## config.mk

```make
export PLATFORM = sky130hd
export DESIGN_NAME = packed_field_unpacker
export DESIGN_NICKNAME = d
export VERILOG_FILES = /design/src/rtl/pfu_pkg.sv /design/src/rtl/pfu_front.sv /design/src/rtl/pfu_queue.sv /design/src/rtl/pfu_back.sv /design/src/rtl/packed_field_unpacker.sv
export SDC_FILE = /design/constraint.sdc
export NUM_CORES = 1
export LEC_CHECK = 0
export BUFFER_PORTS_ARGS = -buffer_cell sky130_fd_sc_hd__buf_2
export CORE_ASPECT_RATIO = 2
export CORE_MARGIN = 2
export CORE_UTILIZATION = 62
export CTS_CLUSTER_SIZE = 14
export DETAILED_ROUTE_END_ITERATION = 8
export PLACE_DENSITY_LB_ADDON = 0.12
export REMOVE_ABC_BUFFERS = 1
export SYNTH_ARGS = -nofsm -noshare
export SYNTH_HDL_FRONTEND = slang
export SYNTH_SLANG_ARGS = --single-unit
```

## constraint.sdc

```tcl
create_clock -name clk -period 9.1 [get_ports clk]
set_clock_uncertainty 0.1 [all_clocks]
set_input_delay 0.455 -clock clk [delete_from_list [all_inputs] [get_ports clk]]
set_output_delay 0.455 -clock clk [all_outputs]
set_load 0.1 [all_outputs]
```

## src/rtl/pfu_pkg.sv

```systemverilog
package pfu_pkg;

	localparam int WordBits = 32;
	localparam int FieldMaxBits = 16;
	localparam int WidthBits = 5;
	localparam int CountBits = 6;
	localparam int QueueDepthDefault = 2;

	typedef struct packed {
		logic [WordBits-1:0] packed_word;
		logic                end_of_block;
	} in_item_t;

	typedef struct packed {
		logic [FieldMaxBits-1:0] field_value;
		logic                    last_of_word;
		logic                    end_of_block_out;
	} out_item_t;

	// classified item handed from the front to the back
	typedef struct packed {
		logic [WordBits-1:0]  word;
		logic                 eob;
		logic [WidthBits-1:0] width;
		logic [CountBits-1:0] count;
	} work_t;

	// zero acts as one, anything above sixteen saturates
	function automatic logic [WidthBits-1:0] eff_width(input logic [WidthBits-1:0] w);
		logic [WidthBits-1:0] r;
		if (w == '0) begin
			r = WidthBits'(1);
		end else if (w > WidthBits'(FieldMaxBits)) begin
			r = WidthBits'(FieldMaxBits);
		end else begin
			r = w;
		end
		return r;
	endfunction

	// fields per word, floor(32 / w) for w in 1..16
	function automatic logic [CountBits-1:0] field_count(input logic [WidthBits-1:0] w);
		logic [CountBits-1:0] c;
		unique case (w) inside
			5'd1: c = 6'd32;
			5'd2: c = 6'd16;
			5'd3: c = 6'd10;
			5'd4: c = 6'd8;
			5'd5: c = 6'd6;
			5'd6: c = 6'd5;
			5'd7, 5'd8: c = 6'd4;
			5'd9, 5'd10: c = 6'd3;
			default: c = 6'd2;
		endcase
		return c;
	endfunction

endpackage

```

## src/rtl/pfu_front.sv

```systemverilog
module pfu_front (
	input  logic                         clk,
	input  logic                         arst_n,
	input  logic                         cfg_valid,
	output logic                         cfg_ready,
	input  logic [pfu_pkg::WidthBits-1:0] cfg_data,
	input  pfu_pkg::in_item_t            in_data,
	output pfu_pkg::work_t               work
);

	logic [pfu_pkg::WidthBits-1:0] width_q;
	logic [pfu_pkg::WidthBits-1:0] w_eff;

	assign cfg_ready = 1'b1;

	always_ff @(posedge clk or negedge arst_n) begin
		if (!arst_n) begin
			width_q <= pfu_pkg::WidthBits'(1);
		end else if (cfg_valid && cfg_ready) begin
			width_q <= cfg_data;
		end
	end

	assign w_eff = pfu_pkg::eff_width(width_q);

	always_comb begin
		work.word  = in_data.packed_word;
		work.eob   = in_data.end_of_block;
		work.width = w_eff;
		work.count = pfu_pkg::field_count(w_eff);
	end

endmodule

```

## src/rtl/pfu_queue.sv

```systemverilog
module pfu_queue #(
	parameter int Depth = pfu_pkg::QueueDepthDefault
) (
	input  logic           clk,
	input  logic           arst_n,
	input  logic           push,
	input  pfu_pkg::work_t push_data,
	output logic           full,
	input  logic           pop,
	output logic           not_empty,
	output pfu_pkg::work_t pop_data
);

	localparam int PtrBits = (Depth > 1) ? $clog2(Depth) : 1;
	localparam int CntBits = $clog2(Depth + 1);

	pfu_pkg::work_t     mem_q [Depth];
	logic [PtrBits-1:0] wr_ptr_q;
	logic [PtrBits-1:0] rd_ptr_q;
	logic [CntBits-1:0] cnt_q;

	assign full      = (cnt_q == CntBits'(Depth));
	assign not_empty = (cnt_q != '0);
	assign pop_data  = mem_q[rd_ptr_q];

	always_ff @(posedge clk) begin
		if (push) begin
			mem_q[wr_ptr_q] <= push_data;
		end
	end

	always_ff @(posedge clk or negedge arst_n) begin
		if (!arst_n) begin
			wr_ptr_q <= '0;
			rd_ptr_q <= '0;
			cnt_q    <= '0;
		end else begin
			if (push) begin
				wr_ptr_q <= (wr_ptr_q == PtrBits'(Depth - 1)) ? '0 : wr_ptr_q + 1'b1;
			end
			if (pop) begin
				rd_ptr_q <= (rd_ptr_q == PtrBits'(Depth - 1)) ? '0 : rd_ptr_q + 1'b1;
			end
			if (push && !pop) begin
				cnt_q <= cnt_q + 1'b1;
			end else if (pop && !push) begin
				cnt_q <= cnt_q - 1'b1;
			end
		end
	end

endmodule

```

## src/rtl/pfu_back.sv

```systemverilog
module pfu_back (
	input  logic               clk,
	input  logic               arst_n,
	input  logic               q_not_empty,
	input  pfu_pkg::work_t     q_data,
	output logic               q_pop,
	output logic               out_valid,
	input  logic               out_stall,
	output pfu_pkg::out_item_t out_data
);

	logic                                busy_q;
	logic [pfu_pkg::WordBits-1:0]        word_q;
	logic                                eob_q;
	logic [pfu_pkg::WidthBits-1:0]       width_q;
	logic [pfu_pkg::CountBits-1:0]       remain_q;
	logic                                out_valid_q;
	pfu_pkg::out_item_t                  out_data_q;

	logic                                adv;
	logic                                last;
	logic [pfu_pkg::WidthBits-1:0]       shamt;
	logic [pfu_pkg::FieldMaxBits-1:0]    field;

	// output register frees up when empty or when its item is taken
	assign adv   = !out_valid_q || !out_stall;
	assign last  = (remain_q == pfu_pkg::CountBits'(1));
	assign q_pop = q_not_empty && (!busy_q || (adv && last));

	// top w bits of the word, right aligned
	assign shamt = pfu_pkg::WidthBits'(pfu_pkg::FieldMaxBits) - width_q;
	assign field = word_q[pfu_pkg::WordBits-1 -: pfu_pkg::FieldMaxBits] >> shamt;

	always_ff @(posedge clk or negedge arst_n) begin
		if (!arst_n) begin
			busy_q      <= 1'b0;
			remain_q    <= '0;
			out_valid_q <= 1'b0;
		end else begin
			if (adv) begin
				out_valid_q <= busy_q;
			end
			if (q_pop) begin
				busy_q   <= 1'b1;
				remain_q <= q_data.count;
			end else if (adv && busy_q) begin
				busy_q   <= !last;
				remain_q <= remain_q - 1'b1;
			end
		end
	end

	always_ff @(posedge clk) begin
		if (adv && busy_q) begin
			out_data_q.field_value      <= field;
			out_data_q.last_of_word     <= last;
			out_data_q.end_of_block_out <= last && eob_q;
		end
		if (q_pop) begin
			word_q  <= q_data.word;
			eob_q   <= q_data.eob;
			width_q <= q_data.width;
		end else if (adv && busy_q) begin
			word_q <= word_q << width_q;
		end
	end

	assign out_valid = out_valid_q;
	assign out_data  = out_data_q;

endmodule

```

## src/rtl/packed_field_unpacker.sv

```systemverilog
// Packed field unpacker. Each input item is a 32-bit word (first byte in bits
// 31 to 24) plus an end-of-block flag; it is cut into floor(32/w) fields of
// the configured width w (1 to 16, 0 acts as 1, above 16 as 16), sent most
// significant first, with leftover low bits dropped. The last field of a word
// carries last_of_word and the word's end-of-block flag. The width is taken
// through the cfg channel (always ready) and is latched per word on input.
// Rate: the output emitter produces one field per cycle while out_stall is
// low, so a word yields floor(32/w) fields: 32 at width 1 down to 2 at widths
// 11 to 16, with consecutive words following without a gap. Input words are
// taken every cycle while the QueueDepth-entry queue between the input side
// and the emitter has room, then pass the queue, word and output registers.
module packed_field_unpacker #(
	parameter int QueueDepth = pfu_pkg::QueueDepthDefault
) (
	input  logic                          clk,
	input  logic                          arst_n,
	input  logic                          cfg_valid,
	output logic                          cfg_ready,
	input  logic [pfu_pkg::WidthBits-1:0] cfg_data,
	input  logic                          in_valid,
	output logic                          in_stall,
	input  pfu_pkg::in_item_t             in_data,
	output logic                          out_valid,
	input  logic                          out_stall,
	output pfu_pkg::out_item_t            out_data
);

	pfu_pkg::work_t work;
	pfu_pkg::work_t q_data;
	logic           q_full;
	logic           q_not_empty;
	logic           q_pop;

	assign in_stall = q_full;

	pfu_front u_front (
		.clk       (clk),
		.arst_n    (arst_n),
		.cfg_valid (cfg_valid),
		.cfg_ready (cfg_ready),
		.cfg_data  (cfg_data),
		.in_data   (in_data),
		.work      (work)
	);

	pfu_queue #(
		.Depth (QueueDepth)
	) u_queue (
		.clk       (clk),
		.arst_n    (arst_n),
		.push      (in_valid && !q_full),
		.push_data (work),
		.full      (q_full),
		.pop       (q_pop),
		.not_empty (q_not_empty),
		.pop_data  (q_data)
	);

	pfu_back u_back (
		.clk         (clk),
		.arst_n      (arst_n),
		.q_not_empty (q_not_empty),
		.q_data      (q_data),
		.q_pop       (q_pop),
		.out_valid   (out_valid),
		.out_stall   (out_stall),
		.out_data    (out_data)
	);

endmodule

```

### Yosys cells after proc, flatten, opt, wreduce, memory -nomap -nowiden

Memory sizes are Yosys's and may differ from the RTL's.
Cells that the tools add are included.
Widths: inputs -> output; s select.

| word-level totals | value |
|---|---|
| output and inout port bits | 21 |
| input bits | 43 |
| register bits | 73 |
| word-level logic and storage cells | 72 |
| bits in writable memories | 88 |
| memories kept | 1 |

Memories:

| name | words | bits a word | read ports | clocked after memory_dff | write ports | line | source |
|---|---|---|---|---|---|---|---|
| u_queue.mem_q | 2 | 44 | 1 | 0 | 1 | pfu_queue.sv:17 | `pfu_pkg::work_t mem_q [Depth];` |

| cells by class | value |
|---|---|
| muxes and demuxes | 15 |
| $lt $le $gt $ge | 1 |
| add/sub/neg operators | 6 |
| shift operators | 2 |
| reduce and logical (&&, ||, !) cells | 22 |
| eq/ne operators | 12 |

Operators with widths:

| operator | count |
|---|---|
| $mux 32 | 2 |
| $pmux 6 s8 | 1 |
| $shl 32x5->32 | 1 |
| $eq 5x3->1 const B | 4 |
| $shr 16x5->16 | 1 |
| $eq 5x4->1 const B | 3 |
| $mux 6 | 2 |
| $eq 5x2->1 const B | 2 |
| $mux 5 | 2 |
| $logic_and 1x1->1 | 7 |
| $logic_not 1->1 | 7 |
| $eq 6x1->1 const B | 1 |
| $mux 1 | 6 |
| $reduce_bool 2->1 | 3 |
| $sub 6x1->6 const B | 1 |
| $eq 5x1->1 const B | 1 |
| $gt 5x5->1 const B | 1 |
| $logic_not 5->1 | 1 |
| $sub 5x5->5 const A | 1 |
| $mux 2 | 2 |
| $reduce_or 2->1 | 2 |
| $add 1x1->1 const B | 2 |
| $add 2x1->2 const B | 1 |
| $eq 2x2->1 const B | 1 |
| other kinds (2) | 3 |

### Longest topological paths before layout

Gate-level depths: netlist of the first run.

| depth | value |
|---|---|
| word-level depth | 8 |
| depth in mapped cells | 13 |
| gate-level depth less buffers | 10 |

### By module

A second synthesis of the first run with hierarchy kept.

| second synthesis, totals | value |
|---|---|
| cells, all modules | 691 |
| area total of the unflattened synthesis | 9,302.7 um^2 |

By module, submodules not included:

| module | instances | cells each | area each (um^2) | seq. area each (um^2) |
|---|---|---|---|---|
| pfu_back | 1 | 463 | 5,078.6 | 1,881.8 |
| pfu_queue | 1 | 153 | 3,564.7 | 2,742.6 |
| pfu_front | 1 | 74 | 645.6 | 126.4 |
| packed_field_unpacker | 1 | 1 | 13.8 | 0.0 |

### Least setup slack after synthesis of the first run

No wires, ideal clock.

| path | value |
|---|---|
| path kind | register to register |
| start point | register u_queue.cnt_q[0] |
| end point | memory u_queue.mem_q[0][0] in the netlist's numbering (enable) |
| path buffers | 0 |
| cell stages (with the launch flop) | 4 |
| data required time | 8.555 ns |
| library setup time | 0.445 ns |
| arrival | 2.501 ns |
| period minus slack after synthesis | 3.047 ns |
| slack | 6.053 ns |
| path through | dfrtp_1 > nand2b_1 > nand2_1 > nor2_1 |

| between the ends | value |
|---|---|
| cells in the longest elaborated chain, start to end | 5 |

RTL lines:

| element | line | source |
|---|---|---|
| from (decl) | pfu_queue.sv:20 | `logic [CntBits-1:0] cnt_q;` |
| from (signal assigned) | pfu_queue.sv:45 | `cnt_q <= cnt_q + 1'b1;` |
| from (signal assigned) | pfu_queue.sv:47 | `cnt_q <= cnt_q - 1'b1;` |
| $eq 2x2->1 | pfu_queue.sv:22 | `assign full = (cnt_q == CntBits'(Depth));` |
| $logic_not 1->1 | packed_field_unpacker.sv:51 | `.push (in_valid && !q_full),` |
| $logic_and 1x1->1 | packed_field_unpacker.sv:51 |  |
| $mux 1 | pfu_queue.sv:27 | `if (push) begin` |
| $mux 1 (not written as such) | pfu_queue.sv:28 | `mem_q[wr_ptr_q] <= push_data;` |
| to (decl) | pfu_queue.sv:17 |  |

No other way between the ends.

### Worst setup path in the final report of the first run

| path | value |
|---|---|
| start point | register u_back.width_q[0] in the netlist's numbering |
| end point | register u_back.out_data_q, in the netlist u_back.out_data[2], data pin |

| between the ends | value |
|---|---|
| cells in the longest elaborated chain, start to end | 2 |

RTL lines:

| element | line | source |
|---|---|---|
| from (decl) | pfu_back.sv:15 | `logic [pfu_pkg::WidthBits-1:0] width_q;` |
| from (signal assigned) | pfu_back.sv:62 | `width_q <= q_data.width;` |
| $sub 5x5->5 | pfu_back.sv:31 | `assign shamt = pfu_pkg::WidthBits'(pfu_pkg::FieldMaxBits) - width_q;` |
| $shr 16x5->16 | pfu_back.sv:32 | `assign field = word_q[pfu_pkg::WordBits-1 -: pfu_pkg::FieldMaxBits] >> shamt;` |
| to (decl) | pfu_back.sv:18 | `pfu_pkg::out_item_t out_data_q;` |

No other way between the ends.
A chain may end at the register's enable or synchronous reset.

==> impl_metrics.toml, run 1 <==
[die]
die-area_sq_mm = 0.0146
die_x_microns = 86.4
initial_core_util = 0.630
num_io_pins = 64
die_h_microns = 169
row_count = 60
core-area_sq_mm = 0.0134

[sta]
fin_crit_ps = 3790
period_share = 0.416
hold_slack_ps = 113
timing.setup.tns_ps = 0
slew_headroom = 0.301
setup_ws_ps = 5310
rsz0062_at_grt = "false"
setup_viol = 0
worst_pin_slew_ps = 1050
finalHoldViolations = 0
fmax_mhz = 264
finalMaxSlewViolations = 0

[placed_design]
port_buffers = 62
gp_congestion = 0.971
place_ws_ps = 5390
hpwl_mm = 14.7

[yosys]
syn_area_per_cell_sq_um = 13.5
synth_area_leaders = "edfxtp_1, mux2i_1, mux4_2, dfrtp_1, mux2_2"
ys_ff_latch = 161
synth_common_cells = "edfxtp_1, mux2i_1, nand2_1"
yosys.area.top_type = "edfxtp_1"
synth-main-ff-cell = "edfxtp_1"
synth-seq-area-share = 0.564
synthCells = 626
synth_top_area_share = 0.513
async_flop_share = 0.106
synth_cell_type_count = 65
netlist_area_sq_mm = 0.00842
yosysWarnings = 0
synth-edff-count = 144
synth_most_common_cell = "edfxtp_1"

[final_layout]
drive_gt1_frac = 0.239
syn_to_final_growth_pct = 11.0
fin_nets = 719
fill_cells = 952
diodes = 0
multiInputGateArea_sq_mm = 0.00339
regArea_sq_mm = 0.00475

[pwr]
p_int_mw = 1.49
pwr-share-clk = 0.320
comb_power_share = 0.198
power_switching_uw = 666
p_per_area_mw_per_mm2 = 231
power.leakage_nw = 3.67
power.share.switching = 0.309
vdd_drop_max_mv = 0.315
seq_power_share = 0.482

[global_routing]
overflow = 0
antenna_found_initial = 0
grt_pass1_vias = 5725
grt_pass1_wl_mm = 31.5
grt_use_total = 0.297
grt_max_degree = 45

[min_path]
hold_path.class = "in -> reg"

[setup_path]
r2r_cells = 7
cp.required_ps = 9140
critPathCaptureType = "register"
startpoint = "u_back.width_q[0]$_DFFE_PN_"
critical_path_class = "reg -> reg"
crit_arrival_ps = 3830
crit_end = "u_back.out_data[2]$_SDFFCE_PP0P_"
r2r_start = "u_back.width_q[0]$_DFFE_PN_"
cp-start-kind = "register"
rrSetupSlack_ps = 5310
r2r_end = "u_back.out_data[2]$_SDFFCE_PP0P_"
crit_path_max_fanout = 43

[clock_tree]
cts_sinks = 161
cts_made_buffers = 17
cts_buffer_depth = 2
htreeDepth = 4
cts_tree = "built"
insertion_delay_ps = 430
post-cts-setup-buffers = 0
cts-root-buf = "clkbuf_16"
path_clk_slew_ps = 70

[routing]
dr.pass1.iters = 6
dr_total_vias = 5622
drt_iter0_markers = 569
ant_nets = 0
drc = 0
via_per_inst = 6.69
wl_per_cell_microns = 24.6
wl_mm = 20.7

[run]
drv_cap = 0

[outcome]
status = "complete, no violations"
[layer usage]
layer	vias up	track usage	part of all wire
li1	2533	-	-
met1	2792	0.310	0.33
met2	236	0.544	0.58
met3	61	0.0561	0.036
met4	0	0.158	0.052
met5	-	0	0
[power groups by stage]
stage / clock network [mW] / logic, mW / registers (mW)
CTS: 0.702 / 0.429 / 1.04
floorplan: 0 / 0.270 / 1.08
global route: 0.727 / 0.461 / 1.05
global placement: 0 / 0.413 / 1.04
detailed placement: 0 / 0.426 / 1.05
finish: 0.690 / 0.427 / 1.04
[registers in the layout (all words and copies together), names as in the netlist]
signal,count
u_back.remain_q,6
u_front.width_q,5
u_back.out_valid,1
u_queue.wr_ptr_q,1
u_back.busy_q,1
u_back.eob_q,1
u_back.width_q,5
u_queue.rd_ptr_q,1
u_back.word_q,32
u_back.out_data,18
u_queue.mem_q,88
u_queue.cnt_q,2
[what timing repair did]
action | in CTS | in global routing
hold buffers | 1 | 0
endpoints found under the setup margin | 0 | 0
resized for setup | 0 | 0
hold endpoints to repair | 16 | 0
[placed cells by master (no fill, tap or decap), types with 4 or more instances in the layout]
cell type | Yosys | routed
a31oi_1 | 5 | 5
a21oi_1 | 22 | 22
a211oi_1 | 11 | 11
inv_6 | 0 | 6
buf_2 | 13 | 62
and2_1 | 5 | 5
nor2b_1 | 12 | 11
clkbuf_16 | 0 | 17
inv_1 | 8 | 8
nand2b_1 | 12 | 12
nor2_1 | 41 | 40
nand2_1 | 50 | 50
nand3_1 | 6 | 6
ha_1 | 4 | 4
mux2_2 | 22 | 22
mux4_1 | 7 | 7
o211ai_1 | 4 | 4
buf_4 | 6 | 10
mux4_2 | 26 | 26
edfxtp_1 | 144 | 144
mux2i_1 | 77 | 77
dfrtp_1 | 16 | 15
nor3_1 | 13 | 13
o21ai_0 | 10 | 10
o22ai_1 | 25 | 25
[worst max-delay path, stage by stage (launching register included)]
cell and delay, ps:
edfxtp_1 330, buf_4 440, inv_2 410, ha_1 980, mux2_2 430, o21ai_0 430, o21a_1 250, o22ai_1 100
[stage by stage]
step	area (sq um)	util	instances	total power, mW
3_5_place_dp	8760	0.656	807	1.48
3_3_place_gp	8760	0.656	807	1.46
6_report	9350	0.700	840	2.16
5_1_grt	9350	0.700	840	2.24
2_1_floorplan	8170	-	580	1.35
4_1_cts	9350	0.700	840	2.17
[worst min-delay path by stage]
stage | start | endpoint | slack [ps] | cells past startpoint
after floorplan | arst_n | u_back.busy_q$_DFFE_PN0P_ | 60 | 0
after global placement | arst_n | u_queue.wr_ptr_q$_DFFE_PN0P_ | 310 | 1
after detailed placement | arst_n | u_queue.wr_ptr_q$_DFFE_PN0P_ | 310 | 1
after CTS | in_data[6] | u_queue.mem_q[1][17]$_DFFE_PP_ | 100 | 1
after global routing | in_data[23] | u_queue.mem_q[1][34]$_DFFE_PP_ | 100 | 1
final | in_data[6] | u_queue.mem_q[1][17]$_DFFE_PP_ | 110 | 1
[logic make-up (layout without fill, tap and decap cells)]
logic type                 count (synthesis)  in the layout  share of synthesized area
xor gates and xnor gates                   7              7                    0.00817
adders and majority gates                  4              4                    0.00594
and+or+nand+nor                          155            155                     0.0869
AOI/OAI and AO/OA                        108            108                     0.0870
DFF                                      161            161                      0.564
muxes                                    132            132                      0.212
other                                      1              1                   0.000445
buffers and inverters                     58            117                     0.0353
[layout make-up]
cell class                 count  share of cell area
clock buffer                  19              0.0474
inverter                      12             0.00482
sequential                   161               0.508
clock inverter                13              0.0145
multi-input combinational    407               0.362
timing repair buffer          73              0.0423
tap                          155              0.0207
(Power assumes the default switching activity.)
==> inputs of run 2 (changes only) <==
Settings changed: CORE_UTILIZATION 62 to 55.
Clock period 9.1 ns to 3.3 ns, I/O delays scaled along.
==> run 2 against run 1 <==
Against the previous run:
- non-clock buffer count grew 61
- sequential cell count stayed put
- wire length is 6.3% lower
- first-iteration DRC count shrank 11%
- global-route usage down 5.0 points
- via count increased by 2.2%
- critical path depth shrank 3
- sequential power increased to 2.8 times the previous value
- count of clock-buffer cells in the layout fell by 2
- worst setup slack got worse by 4800 ps
- register-to-register slack worse by 4800 ps
- fmax rose by 37%
- critical path type unchanged
- largest power group unchanged
==> impl_metrics.toml, run 2 (synthesis gave the netlist of run 1 again) <==
[sta]
finalHoldViolations = 0
finalMaxSlewViolations = 0
setup_viol = 0
worst_pin_slew_ps = 950
period_share = 0.838
setup_ws_ps = 535
rsz0062_at_grt = "false"
slew_headroom = 0.366
fin_crit_ps = 2760
fmax_mhz = 362

[clock_tree]
cts_sinks = 161
post-cts-setup-buffers = 0
cts-root-buf = "clkbuf_16"
htreeDepth = 4
hold_buffers = 46
cts_tree = "built"
cts_resized = 0
cts_buffer_depth = 2
path_clk_slew_ps = 70
cts_made_buffers = 17
insertion_delay_ps = 440

[die]
num_io_pins = 64
core-area_sq_mm = 0.0151
die-area_sq_mm = 0.0164
die_h_microns = 179
die_x_microns = 91.5
row_count = 64
initial_core_util = 0.557

[routing]
wl_per_cell_microns = 20.5
via_per_inst = 6.09
wl_mm = 19.3
dr.pass1.iters = 5
drc = 0
drt_iter0_markers = 505
ant_nets = 0
dr_total_vias = 5747

[setup_path]
critPathCaptureType = "register"
r2r_cells = 4
crit_arrival_ps = 2910
cp.required_ps = 3450
crit_path_max_fanout = 19
cp-start-kind = "register"
critical_path_class = "reg -> reg"

[pwr]
p_per_area_mw_per_mm2 = 612
power_mw = 6.13
vdd_drop_max_mv = 0.451
power.leakage_nw = 3.96

[global_routing]
grt_use_total = 0.247
grt_pass1_wl_mm = 30.3
grt_max_degree = 45
antenna_found_initial = 0
overflow = 0
grt_pass1_vias = 5607

[final_layout]
fin_nets = 780
final_cell_mix = "edfxtp_1, mux2i_1, buf_2"
syn_to_final_growth_pct = 18.9
utilization = 0.662
largest_register_ffs = 88
drive_gt1_frac = 0.243
diodes = 0
final_common_cell = "edfxtp_1"
max_flop_register = "u_queue.mem_q"

[placed_design]
port_buffers = 62
hpwl_mm = 12.6
gp_congestion = 0.939
place_ws_ps = 609

[outcome]
status = "complete, no violations"

[min_path]
hold_path.class = "in -> async"

[run]
drv_cap = 0
==> run 2: cell types whose count changed in the layout (fill, tap and decap cells not counted), sizes merged <==
cell / delta
buf: +16
clkbuf: -2
dlygate4sd3: +45
bufinv: +1
clkinv: +2
clkinvlp: -1
==> run 2: power breakdown <==
| group | total, mW | internal (mW) | switching, mW | leakage, nW |
|---|---|---|---|---|
| clock network | 2.05 | 1.10 | 0.950 | 0.302 |
| registers | 2.89 | 2.65 | 0.243 | 1.58 |
| logic | 1.19 | 0.491 | 0.698 | 2.08 |
| total | 6.13 | 4.23 | 1.89 | 3.96 |
==> run 2: final timing paths <==
path / slack, ps / startpoint / end
max in group asynchronous: 2700 / arst_n / u_front.width_q[0]$_DFFE_PN1P_
worst min register to register: 410 / u_back.remain_q[1]$_DFFE_PN0P_ / u_back.remain_q[1]$_DFFE_PN0P_
min in group clk: 350 / in_data[28] / u_queue.mem_q[1][39]$_DFFE_PP_
worst max register to register: 540 / u_back.width_q[2]$_DFFE_PN_ / u_back.out_data[8]$_SDFFCE_PP0P_
worst max-delay path: 540 / u_back.width_q[2]$_DFFE_PN_ / u_back.out_data[8]$_SDFFCE_PP0P_
worst min-delay path: 80 / arst_n / u_front.width_q[2]$_DFFE_PN0P_
==> run 2: final cells by class <==
type | count | area [sq um]
tap | 198 | 248
multi-input combinational | 407 | 3390
timing repair buffer | 134 | 966
inverter | 12 | 45.0
clock buffer | 17 | 425
fill | 1105 | 5120
clock inverter | 15 | 190
sequential | 161 | 4750
==> run 2: metrics by stage <==
step | std cells | instance area [sq um] | hold WS, ps | TNS (ps)
after CTS | 944 | 10000 | 85.4 | 0
final | 944 | 10000 | 82.8 | 0
after global routing | 944 | 10000 | 126 | 0
after detailed placement | 866 | 8940 | 17.2 | 0
after global placement | 866 | 8940 | 17.7 | 0
after floorplan | 580 | 8170 | -231 | -33470
==> run 2: critical path, stage by stage (launching register included) <==
cell      delay, ps
edfxtp_1        880
buf_4           310
xor2_2          620
o21ai_1         340
o32ai_1         330
==> run 2: routing by layer <==
metal / vias to the layer above / part of all wire / global-route usage / routed length (microns)
met5: - / 0 / 0 / 0
met4: 0 / 0.039 / 0.117 / 754
met3: 46 / 0.052 / 0.0425 / 1010
met2: 232 / 0.52 / 0.422 / 10000
met1: 2810 / 0.39 / 0.304 / 7570
li1: 2659 / - / - / -
==> inputs of run 3 (changes only) <==
Clock period 3.3 ns to 2.2 ns, I/O delays scaled along.
==> run 3 against run 2 <==
Against the previous run:
- the flow now finishes with violations (setup timing)
- combinational power grew 95%
- first-iteration DRC count down 11%
- wire length grew 9.6%
- total power grew 56%
- via count is 7.0% higher
- sequential cell count did not move
- critical path depth grew 3
- hold slack worse by 39 ps
- die area unchanged
- register-to-register slack lost 700 ps
- largest power group unchanged
==> impl_metrics.toml, run 3 (synthesis gave the netlist of run 1 again) <==
[final_layout]
syn_to_final_growth_pct = 33.5
fin_nets = 867
drive_gt1_frac = 0.383
diodes = 0
final_common_cell = "edfxtp_1"
max_flop_register = "u_queue.mem_q"
final_cell_mix = "edfxtp_1, buf_4, mux2i_1"
utilization = 0.743
largest_register_ffs = 88

[clock_tree]
cts_made_buffers = 17
cts_buffer_depth = 2
path_clk_slew_ps = 60
cts_tree = "built"
htreeDepth = 4
cts_sinks = 161
insertion_delay_ps = 430
cts-root-buf = "clkbuf_16"

[placed_design]
gp_congestion = 0.912
hpwl_mm = 13.9
port_buffers = 62

[sta]
slew_headroom = 0.593
finalHoldViolations = 0
rsz0062_at_grt = "true"
fin_crit_ps = 2370
period_share = 1.08
hold_slack_ps = 44.0
finalMaxSlewViolations = 0
worst_pin_slew_ps = 608
fmax_mhz = 422
setup_ws_ps = -169
setup_viol = 24

[die]
row_count = 64
die_x_microns = 91.5
initial_core_util = 0.557
die-area_sq_mm = 0.0164
core-area_sq_mm = 0.0151
die_h_microns = 179
num_io_pins = 64

[setup_path]
r2r_start = "u_back.width_q[1]$_DFFE_PN_"
rrSetupSlack_ps = -170
crit_slowest_cell = "mux4_2"
crit_path_max_incr_delay_ps = 500
r2r_end = "u_back.word_q[31]$_DFFE_PP_"
r2r_cells = 7
critPathCaptureType = "register"
crit_path_max_fanout = 7
crit_arrival_ps = 2420
path_delay_family = "multiplexers"
critical_path_class = "reg -> reg"
cp-start-kind = "register"
cp.required_ps = 2260
cp.buffers_inverters = 2
cp_cell_sequence = "buf_6, mux4_2, a222oi_1, buf_4, mux2_4, and3_1, a221oi_1"

[pwr]
pwr-share-clk = 0.312
power_mw = 9.53
vdd_drop_max_mv = 0.934
seq_power_share = 0.445
power_switching_mw = 2.75
p_per_area_mw_per_mm2 = 847
comb_power_share = 0.243
p_int_mw = 6.78
power.share.switching = 0.289
power.leakage_nw = 4.51

[routing]
wl_per_cell_microns = 20.6
wl_mm = 21.2
ant_nets = 0
dr.pass1.iters = 5
drc = 0
dr_total_vias = 6148
drt_iter0_markers = 448
via_per_inst = 5.97

[min_path]
hold_path.class = "in -> async"

[global_routing]
grt_pass1_vias = 6016
overflow = 0
grt_max_degree = 45
grt_pass1_wl_mm = 32.4
grt_use_total = 0.263
antenna_found_initial = 0

[run]
drv_cap = 0

[outcome]
violations = "setup timing"
status = "complete, but fails checks"
run 3: stage by stage:
stage	setup TNS [ps]	setup slack (ps)	cell area (sq um)	instances
after CTS	-1650	-167	10900	1019
final	-1350	-169	11200	1030
after global placement	-2970	-330	9640	940
after floorplan	-154910	-2130	8170	580
after global routing	-3220	-197	11200	1030
after detailed placement	-4040	-276	9640	940
run 3: how the worst max path moves through the flow:
| stage | start | end | slack, ps | depth (start not counted) |
|---|---|---|---|---|
| detailed placement | u_back.width_q[1]$_DFFE_PN_ | u_back.word_q[31]$_DFFE_PP_ | -280 | 7 |
| floorplan | u_back.out_valid$_DFFE_PN0P_ | u_queue.cnt_q[1]$_DFFE_PN0P_ | -2130 | 8 |
| global route | u_back.width_q[1]$_DFFE_PN_ | u_back.word_q[31]$_DFFE_PP_ | -200 | 7 |
| finish | u_back.width_q[1]$_DFFE_PN_ | u_back.word_q[31]$_DFFE_PP_ | -170 | 7 |
| global placement | u_back.width_q[1]$_DFFE_PN_ | u_back.word_q[31]$_DFFE_PP_ | -330 | 7 |
| CTS | u_back.width_q[1]$_DFFE_PN_ | u_back.word_q[31]$_DFFE_PP_ | -170 | 7 |
run 3: layout make-up:
| class | count | area [sq um] |
|---|---|---|
| fill | 937 | 3880 |
| clock inverter | 14 | 163 |
| sequential | 161 | 4750 |
| tap | 198 | 248 |
| clock buffer | 17 | 425 |
| multi-input combinational | 407 | 3680 |
| inverter | 12 | 52.6 |
| timing repair buffer | 221 | 1930 |
run 3: metal layers:
| metal | vias to the layer above | share of wire | GRT usage |
|---|---|---|---|
| met1 | 3030 | 0.39 | 0.324 |
| met2 | 235 | 0.52 | 0.445 |
| li1 | 2822 | - | - |
| met4 | 0 | 0.044 | 0.135 |
| met3 | 61 | 0.046 | 0.0446 |
| met5 | - | 0 | 0 |
run 3: power groups by stage:
| stage | registers [mW] | logic (mW) | clock network, mW |
|---|---|---|---|
| after floorplan | 4.47 | 1.12 | 0 |
| after global placement | 4.26 | 2.04 | 0 |
| final | 4.24 | 2.32 | 2.97 |
| after detailed placement | 4.28 | 2.06 | 0 |
| after global routing | 4.29 | 2.49 | 3.12 |
| after CTS | 4.23 | 2.17 | 2.99 |
run 3: what timing repair did:
| action | in CTS | in global routing |
|---|---|---|
| gates resized for setup | 40 | 62 |
| hold endpoints to repair | 91 | 0 |
| pin swaps | 10 | 14 |
| setup endpoints to repair | 43 | 50 |
| gates cloned | 0 | 3 |
| buffers inserted | 2 | 8 |
| hold buffers | 46 | 0 |
